## src/rtl/assert_macros.svh

```systemverilog
// Assertion helper macros for the UTF-16LE to UTF-8 transcoder.
// No dependencies; each user needs signals named clock and reset in scope.
`ifndef ASSERT_MACROS_SVH
`define ASSERT_MACROS_SVH

// Clocked property, disabled during reset.
`define ASSERT_CLK(lbl, prop, msg) \
   lbl: assert property (@(posedge clock) disable iff (reset) (prop)) else $error(msg);

// Clocked property that must hold during reset as well.
`define ASSERT_ALWAYS(lbl, prop, msg) \
   lbl: assert property (@(posedge clock) (prop)) else $error(msg);

`endif

```

## src/rtl/u16u8_pkg.sv

```systemverilog
// Shared types and constants of the UTF-16LE to UTF-8 transcoder.
// No dependencies.
package u16u8_pkg;

   localparam int CU_W  = 16;
   localparam int CP_W  = 21;
   localparam int CNT_W = 18;
   localparam int NB_W  = 3;

   localparam logic [5:0]       SURR_HIGH_TAG = 6'b110110;
   localparam logic [5:0]       SURR_LOW_TAG  = 6'b110111;
   localparam logic [CP_W-1:0]  SUPP_BASE     = 21'h10000;
   localparam logic [CP_W-1:0]  LIM_1B        = 21'h00080;
   localparam logic [CP_W-1:0]  LIM_2B        = 21'h00800;
   localparam logic [CP_W-1:0]  LIM_3B        = 21'h10000;
   localparam logic [CNT_W-1:0] COUNT_MAX     = 18'h3ffff;

   // One decoded unit of work: its code point bytes, then a terminator or error.
   typedef struct packed {
      logic [CP_W-1:0]  cp;
      logic [NB_W-1:0]  nbytes;
      logic [NB_W-1:0]  nres;
      logic             err;
      logic             term;
      logic [CNT_W-1:0] count;
   } job_type;

endpackage

```

## src/rtl/u16u8_req_if.sv

```systemverilog
// Input channel: one UTF-16 code unit per transfer.
// Depends on u16u8_pkg.
interface u16u8_req_if;
   import u16u8_pkg::*;

   logic            valid;
   logic            ready;
   logic [CU_W-1:0] code_unit;
   logic            last_unit;

   modport source (output valid, output code_unit, output last_unit, input ready);
   modport sink   (input valid, input code_unit, input last_unit, output ready);
endinterface

```

## src/rtl/u16u8_rsp_if.sv

```systemverilog
// Result channel: one UTF-8 byte, terminator or error per transfer.
// Depends on u16u8_pkg.
interface u16u8_rsp_if;
   import u16u8_pkg::*;

   logic             valid;
   logic             ready;
   logic [7:0]       out_byte;
   logic             last_of_run;
   logic             end_of_string;
   logic             error;
   logic [CNT_W-1:0] byte_count;

   modport source (output valid, output out_byte, output last_of_run,
                   output end_of_string, output error, output byte_count, input ready);
   modport sink   (input valid, input out_byte, input last_of_run,
                   input end_of_string, input error, input byte_count, output ready);
endinterface

```

## src/rtl/u16u8_front.sv

```systemverilog
// Front end: accepts code units, pairs surrogates, tracks string state and
// byte count, and pushes one job per unit that yields results. Uses u16u8_pkg.
`include "assert_macros.svh"
module u16u8_front (
   input  logic               clock,
   input  logic               reset,
   u16u8_req_if.sink          req_ch,
   input  logic               q_full,
   output logic               q_push,
   output u16u8_pkg::job_type q_job
);
   import u16u8_pkg::*;

   logic [9:0]       pending_high_ff, pending_high_in;
   logic             pending_valid_ff, pending_valid_in;
   logic             error_seen_ff, error_seen_in;
   logic [CNT_W-1:0] bytes_ff, bytes_in;

   logic             accept;
   logic             is_high, is_low;
   logic             enc;
   logic [CP_W-1:0]  cp;
   logic [NB_W-1:0]  nbytes;
   logic [CNT_W:0]   sum_bytes, sum_total;
   logic [CNT_W-1:0] new_bytes, total;
   logic [9:0]       ph_n;
   logic             pv_n, err_n;

   assign req_ch.ready = !q_full;
   assign accept       = req_ch.valid && req_ch.ready;
   assign is_high      = req_ch.code_unit[15:10] == SURR_HIGH_TAG;
   assign is_low       = req_ch.code_unit[15:10] == SURR_LOW_TAG;

   always_comb begin
      err_n = error_seen_ff;
      pv_n  = pending_valid_ff;
      ph_n  = pending_high_ff;
      enc   = 1'b0;
      cp    = CP_W'(req_ch.code_unit);
      if (!error_seen_ff) begin
         if (pending_valid_ff) begin
            pv_n = 1'b0;
            ph_n = '0;
            if (is_low) begin
               enc = 1'b1;
               cp  = {1'b0, pending_high_ff, req_ch.code_unit[9:0]} + SUPP_BASE;
            end else begin
               err_n = 1'b1;
            end
         end else if (is_high) begin
            if (req_ch.last_unit) begin
               err_n = 1'b1;
            end else begin
               ph_n = req_ch.code_unit[9:0];
               pv_n = 1'b1;
            end
         end else if (is_low) begin
            err_n = 1'b1;
         end else begin
            enc = 1'b1;
         end
      end
   end

   always_comb begin
      if (!enc) begin
         nbytes = NB_W'(0);
      end else if (cp < LIM_1B) begin
         nbytes = NB_W'(1);
      end else if (cp < LIM_2B) begin
         nbytes = NB_W'(2);
      end else if (cp < LIM_3B) begin
         nbytes = NB_W'(3);
      end else begin
         nbytes = NB_W'(4);
      end
   end

   assign sum_bytes = {1'b0, bytes_ff} + (CNT_W+1)'(nbytes);
   assign sum_total = sum_bytes + (CNT_W+1)'(1);
   assign new_bytes = sum_bytes[CNT_W] ? COUNT_MAX : sum_bytes[CNT_W-1:0];
   assign total     = sum_total[CNT_W] ? COUNT_MAX : sum_total[CNT_W-1:0];

   always_comb begin
      q_job.cp     = cp;
      q_job.nbytes = nbytes;
      q_job.count  = total;
      if (req_ch.last_unit) begin
         q_job.err  = err_n;
         q_job.term = !err_n;
         q_job.nres = err_n ? NB_W'(1) : nbytes + NB_W'(1);
      end else begin
         q_job.err  = 1'b0;
         q_job.term = 1'b0;
         q_job.nres = nbytes;
      end
      pending_high_in  = pending_high_ff;
      pending_valid_in = pending_valid_ff;
      error_seen_in    = error_seen_ff;
      bytes_in         = bytes_ff;
      if (accept) begin
         if (req_ch.last_unit) begin
            pending_high_in  = '0;
            pending_valid_in = 1'b0;
            error_seen_in    = 1'b0;
            bytes_in         = '0;
         end else begin
            pending_high_in  = ph_n;
            pending_valid_in = pv_n;
            error_seen_in    = err_n;
            bytes_in         = new_bytes;
         end
      end
   end

   assign q_push = accept && (q_job.nres != NB_W'(0));

   always_ff @(posedge clock) begin
      if (reset) begin
         pending_high_ff  <= '0;
         pending_valid_ff <= 1'b0;
         error_seen_ff    <= 1'b0;
         bytes_ff         <= '0;
      end else begin
         pending_high_ff  <= pending_high_in;
         pending_valid_ff <= pending_valid_in;
         error_seen_ff    <= error_seen_in;
         bytes_ff         <= bytes_in;
      end
   end

   `ASSERT_CLK(a_pend_err_excl, !(pending_valid_ff && error_seen_ff), "pending and error both set")
   `ASSERT_CLK(a_err_single, (q_push && q_job.err) |-> (q_job.nres == NB_W'(1) && !q_job.term), "error job not single")
endmodule

```

## src/rtl/u16u8_queue.sv

```systemverilog
// Short job queue between front and back end, built from registers.
// Uses u16u8_pkg.
`include "assert_macros.svh"
module u16u8_queue #(
   parameter int DEPTH = 4
) (
   input  logic               clock,
   input  logic               reset,
   input  logic               push,
   input  u16u8_pkg::job_type push_job,
   output logic               full,
   input  logic               pop,
   output logic               empty,
   output u16u8_pkg::job_type head_job
);
   import u16u8_pkg::*;

   localparam int PTR_W = $clog2(DEPTH);
   localparam int CNT_QW = $clog2(DEPTH + 1);

   job_type             mem_ff [DEPTH];
   logic [PTR_W-1:0]    wr_ptr_ff, wr_ptr_in;
   logic [PTR_W-1:0]    rd_ptr_ff, rd_ptr_in;
   logic [CNT_QW-1:0]   count_ff, count_in;

   assign full     = count_ff == CNT_QW'(DEPTH);
   assign empty    = count_ff == CNT_QW'(0);
   assign head_job = mem_ff[rd_ptr_ff];

   always_comb begin
      wr_ptr_in = wr_ptr_ff;
      rd_ptr_in = rd_ptr_ff;
      count_in  = count_ff;
      if (push) begin
         wr_ptr_in = (wr_ptr_ff == PTR_W'(DEPTH - 1)) ? '0 : wr_ptr_ff + PTR_W'(1);
      end
      if (pop) begin
         rd_ptr_in = (rd_ptr_ff == PTR_W'(DEPTH - 1)) ? '0 : rd_ptr_ff + PTR_W'(1);
      end
      if (push && !pop) begin
         count_in = count_ff + CNT_QW'(1);
      end else if (pop && !push) begin
         count_in = count_ff - CNT_QW'(1);
      end
   end

   always_ff @(posedge clock) begin
      if (reset) begin
         wr_ptr_ff <= '0;
         rd_ptr_ff <= '0;
         count_ff  <= '0;
      end else begin
         wr_ptr_ff <= wr_ptr_in;
         rd_ptr_ff <= rd_ptr_in;
         count_ff  <= count_in;
      end
   end

   always_ff @(posedge clock) begin
      if (push) begin
         mem_ff[wr_ptr_ff] <= push_job;
      end
   end

   `ASSERT_CLK(a_no_overflow, push |-> !full, "push into full queue")
   `ASSERT_CLK(a_no_underflow, pop |-> !empty, "pop from empty queue")
endmodule

```

## src/rtl/u16u8_back.sv

```systemverilog
// Back end: takes jobs from the queue and emits their results, one per cycle
// while jobs wait and rsp_ch is ready, through a registered output stage. Uses u16u8_pkg.
`include "assert_macros.svh"
module u16u8_back (
   input  logic               clock,
   input  logic               reset,
   input  logic               q_empty,
   input  u16u8_pkg::job_type q_head,
   output logic               q_pop,
   u16u8_rsp_if.source        rsp_ch
);
   import u16u8_pkg::*;

   function automatic logic [7:0] utf8_byte(input logic [CP_W-1:0] cp,
                                            input logic [NB_W-1:0] nb,
                                            input logic [NB_W-1:0] k);
      logic [7:0] b;
      b = 8'h00;
      case (nb)
         NB_W'(1): b = cp[7:0];
         NB_W'(2): b = (k == NB_W'(0)) ? {3'b110, cp[10:6]} : {2'b10, cp[5:0]};
         NB_W'(3): begin
            case (k)
               NB_W'(0): b = {4'b1110, cp[15:12]};
               NB_W'(1): b = {2'b10, cp[11:6]};
               default:  b = {2'b10, cp[5:0]};
            endcase
         end
         NB_W'(4): begin
            case (k)
               NB_W'(0): b = {5'b11110, cp[20:18]};
               NB_W'(1): b = {2'b10, cp[17:12]};
               NB_W'(2): b = {2'b10, cp[11:6]};
               default:  b = {2'b10, cp[5:0]};
            endcase
         end
         default: b = 8'h00;
      endcase
      return b;
   endfunction

   job_type          job_ff;
   logic             work_valid_ff;
   logic [NB_W-1:0]  idx_ff;
   logic             out_valid_ff;
   logic [7:0]       out_byte_ff;
   logic             out_last_ff, out_eos_ff, out_err_ff;
   logic [CNT_W-1:0] out_count_ff;

   logic             load_out, work_last, is_byte;

   assign load_out  = work_valid_ff && (!out_valid_ff || rsp_ch.ready);
   assign work_last = idx_ff == (job_ff.nres - NB_W'(1));
   assign q_pop     = !q_empty && (!work_valid_ff || (load_out && work_last));
   assign is_byte   = !job_ff.err && (idx_ff < job_ff.nbytes);

   assign rsp_ch.valid         = out_valid_ff;
   assign rsp_ch.out_byte      = out_byte_ff;
   assign rsp_ch.last_of_run   = out_last_ff;
   assign rsp_ch.end_of_string = out_eos_ff;
   assign rsp_ch.error         = out_err_ff;
   assign rsp_ch.byte_count    = out_count_ff;

   always_ff @(posedge clock) begin
      if (reset) begin
         work_valid_ff <= 1'b0;
         idx_ff        <= '0;
         out_valid_ff  <= 1'b0;
      end else begin
         if (load_out) begin
            out_valid_ff <= 1'b1;
         end else if (rsp_ch.ready) begin
            out_valid_ff <= 1'b0;
         end
         if (q_pop) begin
            work_valid_ff <= 1'b1;
            idx_ff        <= '0;
         end else if (load_out) begin
            idx_ff <= idx_ff + NB_W'(1);
            if (work_last) begin
               work_valid_ff <= 1'b0;
            end
         end
      end
   end

   always_ff @(posedge clock) begin
      if (q_pop) begin
         job_ff <= q_head;
      end
      if (load_out) begin
         out_byte_ff  <= is_byte ? utf8_byte(job_ff.cp, job_ff.nbytes, idx_ff) : 8'h00;
         out_last_ff  <= work_last;
         out_eos_ff   <= !is_byte;
         out_err_ff   <= job_ff.err;
         out_count_ff <= (!is_byte && job_ff.term) ? job_ff.count : '0;
      end
   end

   `ASSERT_CLK(a_idx_bound, work_valid_ff |-> (idx_ff < job_ff.nres), "result index past job")
endmodule

```

## src/rtl/utf16le_to_utf8_transcoder.sv

```systemverilog
// UTF-16LE to UTF-8 transcoder, top level.
// Depends on u16u8_pkg, u16u8_req_if, u16u8_rsp_if, u16u8_front, u16u8_queue,
// u16u8_back.
//
// Usage: req_ch carries one UTF-16 code unit per transfer, last_unit marking
// the final unit of a string. rsp_ch carries one result per transfer: a UTF-8
// byte, or at string end a zero terminator with byte_count (terminator
// included), or a single error result if the string held a bad surrogate
// sequence. last_of_run flags the final result caused by one code unit.
// A high surrogate that is not the last unit gives no result; its bytes come with the following unit.
// The first result of a unit passes the job queue, the back end's job register
// and the output register. Throughput: one result per cycle at the output
// register while rsp_ch is ready; a unit yields 0 to 5 results (1-4 bytes
// plus terminator); a new unit is taken every cycle the QUEUE_DEPTH-entry queue has room.
// Reset (synchronous, active high) drops any partial string, queued jobs and
// the pending result. When rsp_ch stalls the output register holds its
// result, the back end waits, and req_ch.ready falls once the queue is full.
module utf16le_to_utf8_transcoder #(
   parameter int QUEUE_DEPTH = 4
) (
   input  logic        clock,
   input  logic        reset,
   u16u8_req_if.sink   req_ch,
   u16u8_rsp_if.source rsp_ch
);
   import u16u8_pkg::*;

   logic    q_push, q_full, q_pop, q_empty;
   job_type push_job, head_job;

   u16u8_front u_front (
      .clock  (clock),
      .reset  (reset),
      .req_ch (req_ch),
      .q_full (q_full),
      .q_push (q_push),
      .q_job  (push_job)
   );

   u16u8_queue #(
      .DEPTH (QUEUE_DEPTH)
   ) u_queue (
      .clock    (clock),
      .reset    (reset),
      .push     (q_push),
      .push_job (push_job),
      .full     (q_full),
      .pop      (q_pop),
      .empty    (q_empty),
      .head_job (head_job)
   );

   u16u8_back u_back (
      .clock   (clock),
      .reset   (reset),
      .q_empty (q_empty),
      .q_head  (head_job),
      .q_pop   (q_pop),
      .rsp_ch  (rsp_ch)
   );
endmodule
```

## src/flat_wrapper.sv

```systemverilog
// flat-port wrapper written by rule: the top's interface ports become plain ports
module utf16le_to_utf8_transcoder_flat import u16u8_pkg::*;
#(
   parameter int QUEUE_DEPTH = 4
)
  (clock, reset, req_ch_valid, req_ch_code_unit, req_ch_last_unit, req_ch_ready, rsp_ch_valid, rsp_ch_out_byte, rsp_ch_last_of_run, rsp_ch_end_of_string, rsp_ch_error, rsp_ch_byte_count, rsp_ch_ready);
  u16u8_req_if req_ch_i ();
  u16u8_rsp_if rsp_ch_i ();
  input  logic clock;
  input  logic reset;
  input wire logic [$bits(req_ch_i.valid)-1:0] req_ch_valid;
  input wire logic [$bits(req_ch_i.code_unit)-1:0] req_ch_code_unit;
  input wire logic [$bits(req_ch_i.last_unit)-1:0] req_ch_last_unit;
  output wire logic [$bits(req_ch_i.ready)-1:0] req_ch_ready;
  output wire logic [$bits(rsp_ch_i.valid)-1:0] rsp_ch_valid;
  output wire logic [$bits(rsp_ch_i.out_byte)-1:0] rsp_ch_out_byte;
  output wire logic [$bits(rsp_ch_i.last_of_run)-1:0] rsp_ch_last_of_run;
  output wire logic [$bits(rsp_ch_i.end_of_string)-1:0] rsp_ch_end_of_string;
  output wire logic [$bits(rsp_ch_i.error)-1:0] rsp_ch_error;
  output wire logic [$bits(rsp_ch_i.byte_count)-1:0] rsp_ch_byte_count;
  input wire logic [$bits(rsp_ch_i.ready)-1:0] rsp_ch_ready;
  assign req_ch_i.valid = req_ch_valid;
  assign req_ch_i.code_unit = req_ch_code_unit;
  assign req_ch_i.last_unit = req_ch_last_unit;
  assign req_ch_ready = req_ch_i.ready;
  assign rsp_ch_valid = rsp_ch_i.valid;
  assign rsp_ch_out_byte = rsp_ch_i.out_byte;
  assign rsp_ch_last_of_run = rsp_ch_i.last_of_run;
  assign rsp_ch_end_of_string = rsp_ch_i.end_of_string;
  assign rsp_ch_error = rsp_ch_i.error;
  assign rsp_ch_byte_count = rsp_ch_i.byte_count;
  assign rsp_ch_i.ready = rsp_ch_ready;
  utf16le_to_utf8_transcoder #(.QUEUE_DEPTH(QUEUE_DEPTH)) u_core (.clock(clock), .reset(reset), .req_ch(req_ch_i), .rsp_ch(rsp_ch_i));
endmodule
```

## config.mk

```make
export PLATFORM = sky130hd
export DESIGN_NAME = utf16le_to_utf8_transcoder_flat
export DESIGN_NICKNAME = d
export VERILOG_FILES = /design/src/rtl/u16u8_pkg.sv /design/src/rtl/u16u8_req_if.sv /design/src/rtl/u16u8_rsp_if.sv /design/src/rtl/u16u8_front.sv /design/src/rtl/u16u8_queue.sv /design/src/rtl/u16u8_back.sv /design/src/rtl/utf16le_to_utf8_transcoder.sv /design/src/flat_wrapper.sv
export VERILOG_INCLUDE_DIRS = /design/src /design/src/rtl
export SDC_FILE = /design/constraint.sdc
export NUM_CORES = 1
export LEC_CHECK = 0
export BUFFER_PORTS_ARGS = -buffer_cell sky130_fd_sc_hd__buf_2
export CAP_MARGIN = 40
export CELL_PAD_IN_SITES_DETAIL_PLACEMENT = 1
export CELL_PAD_IN_SITES_GLOBAL_PLACEMENT = 2
export CORE_ASPECT_RATIO = 0.7
export CORE_MARGIN = 2
export CORE_UTILIZATION = 49
export CTS_CLUSTER_DIAMETER = 40
export DETAILED_ROUTE_END_ITERATION = 16
export PLACE_DENSITY_LB_ADDON = 0.1
export SLEW_MARGIN = 10
export SYNTH_ARGS = -nofsm -noshare
export SYNTH_HDL_FRONTEND = slang
export SYNTH_HIERARCHICAL = 1
export SYNTH_SLANG_ARGS = --single-unit
```

## constraint.sdc

```tcl
create_clock -name clock -period 8.15 [get_ports clock]
set_clock_uncertainty 0.1 [all_clocks]
set_input_delay 0.4075 -clock clock [delete_from_list [all_inputs] [get_ports clock]]
set_output_delay 0.4075 -clock clock [all_outputs]
set_load 0.02 [all_outputs]
```

==> run_results.csv <==
group,metric,value,unit
power,vdd_drop_max,0.000216,V
clocking,worstSkewPairLatency,0.51,ns
run,cap_violations,0,
timing,fin_ws,2.70,ns
timing,tightest_slew,0.886,ns
clocking,cts_hold_buf,0,
final_layout,nets,957,
synth,yosysUniqueCellTypes,71,
floorplanning,rows,50,
min_path,hp-class,"primary input to flop",
min_path,worstHoldEndpoint,"u_core/u_queue/mem_ff[2][26]",
synth,synth-edff-count,264,
route,drc_errors,0,
final_layout,seq_area,8810,sq um
power,p_sw_frac,0.292,
placement,dp_slack,2.68,ns
floorplanning,io_pins,52,
power,power_switching,1.40,mW
power,p_seq_frac,0.469,
timing,setup_violations,0,
power,p_per_area,325,nW/um^2
clocking,post_cts_resized,0,
placement,gp_congestion,0.836,
synth,postSynthAreaPerCell,15.2,sq um
power,leakagePower,5.03,nW
clocking,cts_buffer_depth,3,
critical_path,critPathKind,"flop to flop",
critical_path,startpoint_type,"flop",
global_route,overflow,0,
clocking,post-cts-setup-buffers,0,
timing,period_minus_slack,5.45,ns
floorplanning,die-area,28100,sq um
final_layout,area_growth,12.6,%
final_layout,drive_gt1_frac,0.202,
min_path,hold_path_depth,1,
critical_path,rrSetupSlack,2.70,ns
critical_path,crit_fanout,20,
synth,synth-seq-cells,308,
floorplanning,die_x,200,um
min_path,hp-start,"req_ch_code_unit[0]",
clocking,cts_tree,"built",
synth,yosysWarnings,6,
timing,drv_slew,0,
final_layout,nFillCells,2557,
critical_path,r2r-end,"u_core/u_queue/mem_ff[2][12]",
clocking,cts_buffers,35,
route,dr.first_iter.drc_count,661,
synth,synth_nets,905,
synth,synth-seq-area-share,0.671,
synth,synthesis.instances,863,
final_layout,antenna_cells,0,
clocking,htreeDepth,2,
floorplanning,initial_core_util,0.495,
power,intPower,3.40,mW
critical_path,cp.required,8.40,ns
placement,portBuffers,51,
power,pwr-share-comb,0.213,
global_route,grt_first_pass_wirelength,45700,um
critical_path,reg2reg_from,"u_core/u_front/pending_valid_ff",
status,status,"complete, no violations",
critical_path,arrival,5.69,ns
final_layout,multiInputGateArea,3920,sq um
placement,hpwl,19500,um
timing,rsz0062_at_grt,"false",
clocking,root_buffer,"clkbuf_16",
timing,fin_tns_setup,0,ns
route,via_per_inst,5.82,
route,post_drt_wl_per_cell,22.6,um
global_route,grt_max_degree,51,
synth,async_flop_share,0,
floorplanning,die_h,141,um
global_route,grt_usage,0.217,
clocking,clk_pin_slew_worst_paths,0.06,ns
floorplanning,core_area,26500,sq um
critical_path,rr_worst_depth,15,
global_route,first_global_vias,7797,
timing,period_share,0.668,
route,drt-total-wl,29500,um
critical_path,cp-end-kind,"flop",
timing,fmax,0.184,GHz
synth,ys.flop_type,"edfxtp_1",
clocking,cts_sinks,308,
timing,slew_headroom,0.404,
global_route,grt_antenna_before_repair,1,
route,dr.pass1.iters,5,
synth,syn-cell-area,13100,sq um
route,via_count,7582,
timing,hold_viol,0,
power,p_clk_frac,0.318,
route,ant_nets,0,
-- metrics by stage --
step | power [mW] | std cells | hold slack [ns] | area, sq um | utilization
6_report | 4.81 | 1303 | 0.0250 | 14800 | 0.558
5_1_grt | 5.02 | 1303 | 0.0265 | 14800 | 0.558
4_1_cts | 4.85 | 1303 | 0.00955 | 14800 | 0.558
3_5_place_dp | 3.32 | 1242 | 0.373 | 13700 | 0.515
3_3_place_gp | 3.26 | 1238 | 0.369 | 13600 | 0.513
2_1_floorplan | 2.99 | 863 | 0.328 | 13100 | -
-- layout by cell type, fill, tap and decap left out, types with 5 or more instances in the layout --
master and n:
a21oi_1 39, xnor2_1 26, buf_2 52, inv_1 30, o31ai_1 5, nor4_1 8
clkbuf_16 35, buf_4 8, nand2b_1 7, o21ai_0 10, a31oi_1 9, a22oi_1 12
nor2b_1 6, and3_1 24, a21o_1 5, a222oi_1 7, edfxtp_1 264, a211oi_1 13
nor2_1 71, clkbuf_1 5, nand2_2 8, nand3_1 14, dfxtp_1 42, xor2_1 13
and2_1 7, o21ai_1 6, mux2i_1 6, nor3_1 14, ha_1 19, mux4_2 47
nand2_1 28
-- cells by family (layout without fill, tap and decap cells) --
group,count (synthesis),after routing,synth area share
xor gates and xnor gates,40,40,0.0277
buffers and inverters,79,155,0.0324
and+or+nand+nor,224,224,0.0911
AOI/OAI and AO/OA,138,138,0.0717
adders and majority gates,21,21,0.0212
muxes,53,53,0.0852
DFF,308,308,0.671
-- layout make-up --
| type | count | share of cell area |
|---|---|---|
| clock inverter | 20 | 0.0149 |
| inverter | 31 | 0.00787 |
| tap | 364 | 0.0308 |
| sequential | 308 | 0.596 |
| multi-input combinational | 476 | 0.265 |
| clock buffer | 41 | 0.0614 |
| timing repair buffer | 63 | 0.0245 |
-- sequential cells by signal, summed over array words and instances (netlist names), named ones only --
register                            flops
u_core/u_back/work_valid_ff             1
u_core/u_front/pending_valid_ff         1
u_core/u_queue/rd_ptr_ff                2
u_core/u_back/idx_ff                    3
u_core/u_front/bytes_ff                18
u_core/u_back/job_ff                   47
u_core/u_back/rsp_ch.out_byte           8
u_core/u_queue/wr_ptr_ff                2
u_core/u_queue/count_ff                 3
u_core/u_front/pending_high_ff         10
u_core/u_queue/mem_ff                 188
u_core/u_back/rsp_ch.byte_count        18
u_core/u_back/rsp_ch.end_of_string      1
u_core/u_front/error_seen_ff            1
u_core/u_back/rsp_ch.valid              1
u_core/u_back/rsp_ch.last_of_run        1
u_core/u_back/rsp_ch.error              1
-- routing by layer --
metal	routed length, um	vias up	track usage
met5	0	-	0
met3	1570	43	0.0325
li1	-	3445	-
met1	14700	3891	0.344
met2	12700	203	0.313
met4	533	0	0.0569
-- power groups by stage --
stage          sequential (mW)  combinational, mW  clock [mW]
2_1_floorplan             2.28              0.712           0
3_3_place_gp              2.27              0.982           0
3_5_place_dp              2.29               1.03           0
4_1_cts                   2.26               1.03        1.56
5_1_grt                   2.29               1.11        1.62
6_report                  2.26               1.02        1.53
-- worst max-delay path: stages (launching register included) --
cell      delay, ns
dfxtp_1        0.44
nand4b_1       0.30
o31a_1         0.42
or4_1          0.45
nand2b_1       0.12
and2_1         0.30
ha_1           0.25
inv_1          0.07
fa_1           0.46
nor2b_1        0.43
o211a_1        0.30
nand3_1        0.12
or4_1          0.80
a21boi_2       0.36
buf_6          0.19
nand2b_1       0.15
-- synth_stat cells, types with 7 or more instances --
| master | count | area (sq um) |
|---|---|---|
| edfxtp_1 | 264 | 7930 |
| nor2_1 | 71 | 267 |
| mux4_2 | 47 | 1060 |
| dfxtp_1 | 44 | 881 |
| a21oi_1 | 40 | 200 |
| inv_1 | 30 | 113 |
| nand2_1 | 28 | 105 |
| xnor2_1 | 26 | 228 |
| and3_1 | 24 | 150 |
| clkbuf_1 | 19 | 71.3 |
| ha_1 | 19 | 238 |
| nand3_1 | 14 | 70.1 |
| nor3_1 | 14 | 70.1 |
| a211oi_1 | 13 | 97.6 |
| xor2_1 | 13 | 114 |
| a22oi_1 | 12 | 90.1 |
| buf_4 | 12 | 90.1 |
| and2_1 | 11 | 68.8 |
| o21ai_0 | 10 | 50.1 |
| a31oi_1 | 9 | 56.3 |
| buf_2 | 9 | 45.0 |
| nand2_2 | 8 | 50.1 |
| nor4_1 | 8 | 50.1 |
| a222oi_1 | 7 | 70.1 |
| nand2b_1 | 7 | 43.8 |
-- how the worst max path moves through the flow --
stage / start / to / slack, ns
2_1_floorplan: u_core/u_back/job_ff[20] / u_core/u_queue/count_ff[2] / 3.22
6_report: u_core/u_front/pending_valid_ff / u_core/u_queue/mem_ff[2][12] / 2.70
5_1_grt: u_core/u_front/pending_valid_ff / u_core/u_queue/mem_ff[1][12] / 2.37
3_3_place_gp: req_ch_code_unit[13] / u_core/u_queue/mem_ff[0][3] / 2.59
3_5_place_dp: req_ch_code_unit[13] / u_core/u_queue/mem_ff[2][0] / 2.68
4_1_cts: u_core/u_front/pending_valid_ff / u_core/u_queue/mem_ff[2][12] / 2.75
(Power assumes the default switching activity.)
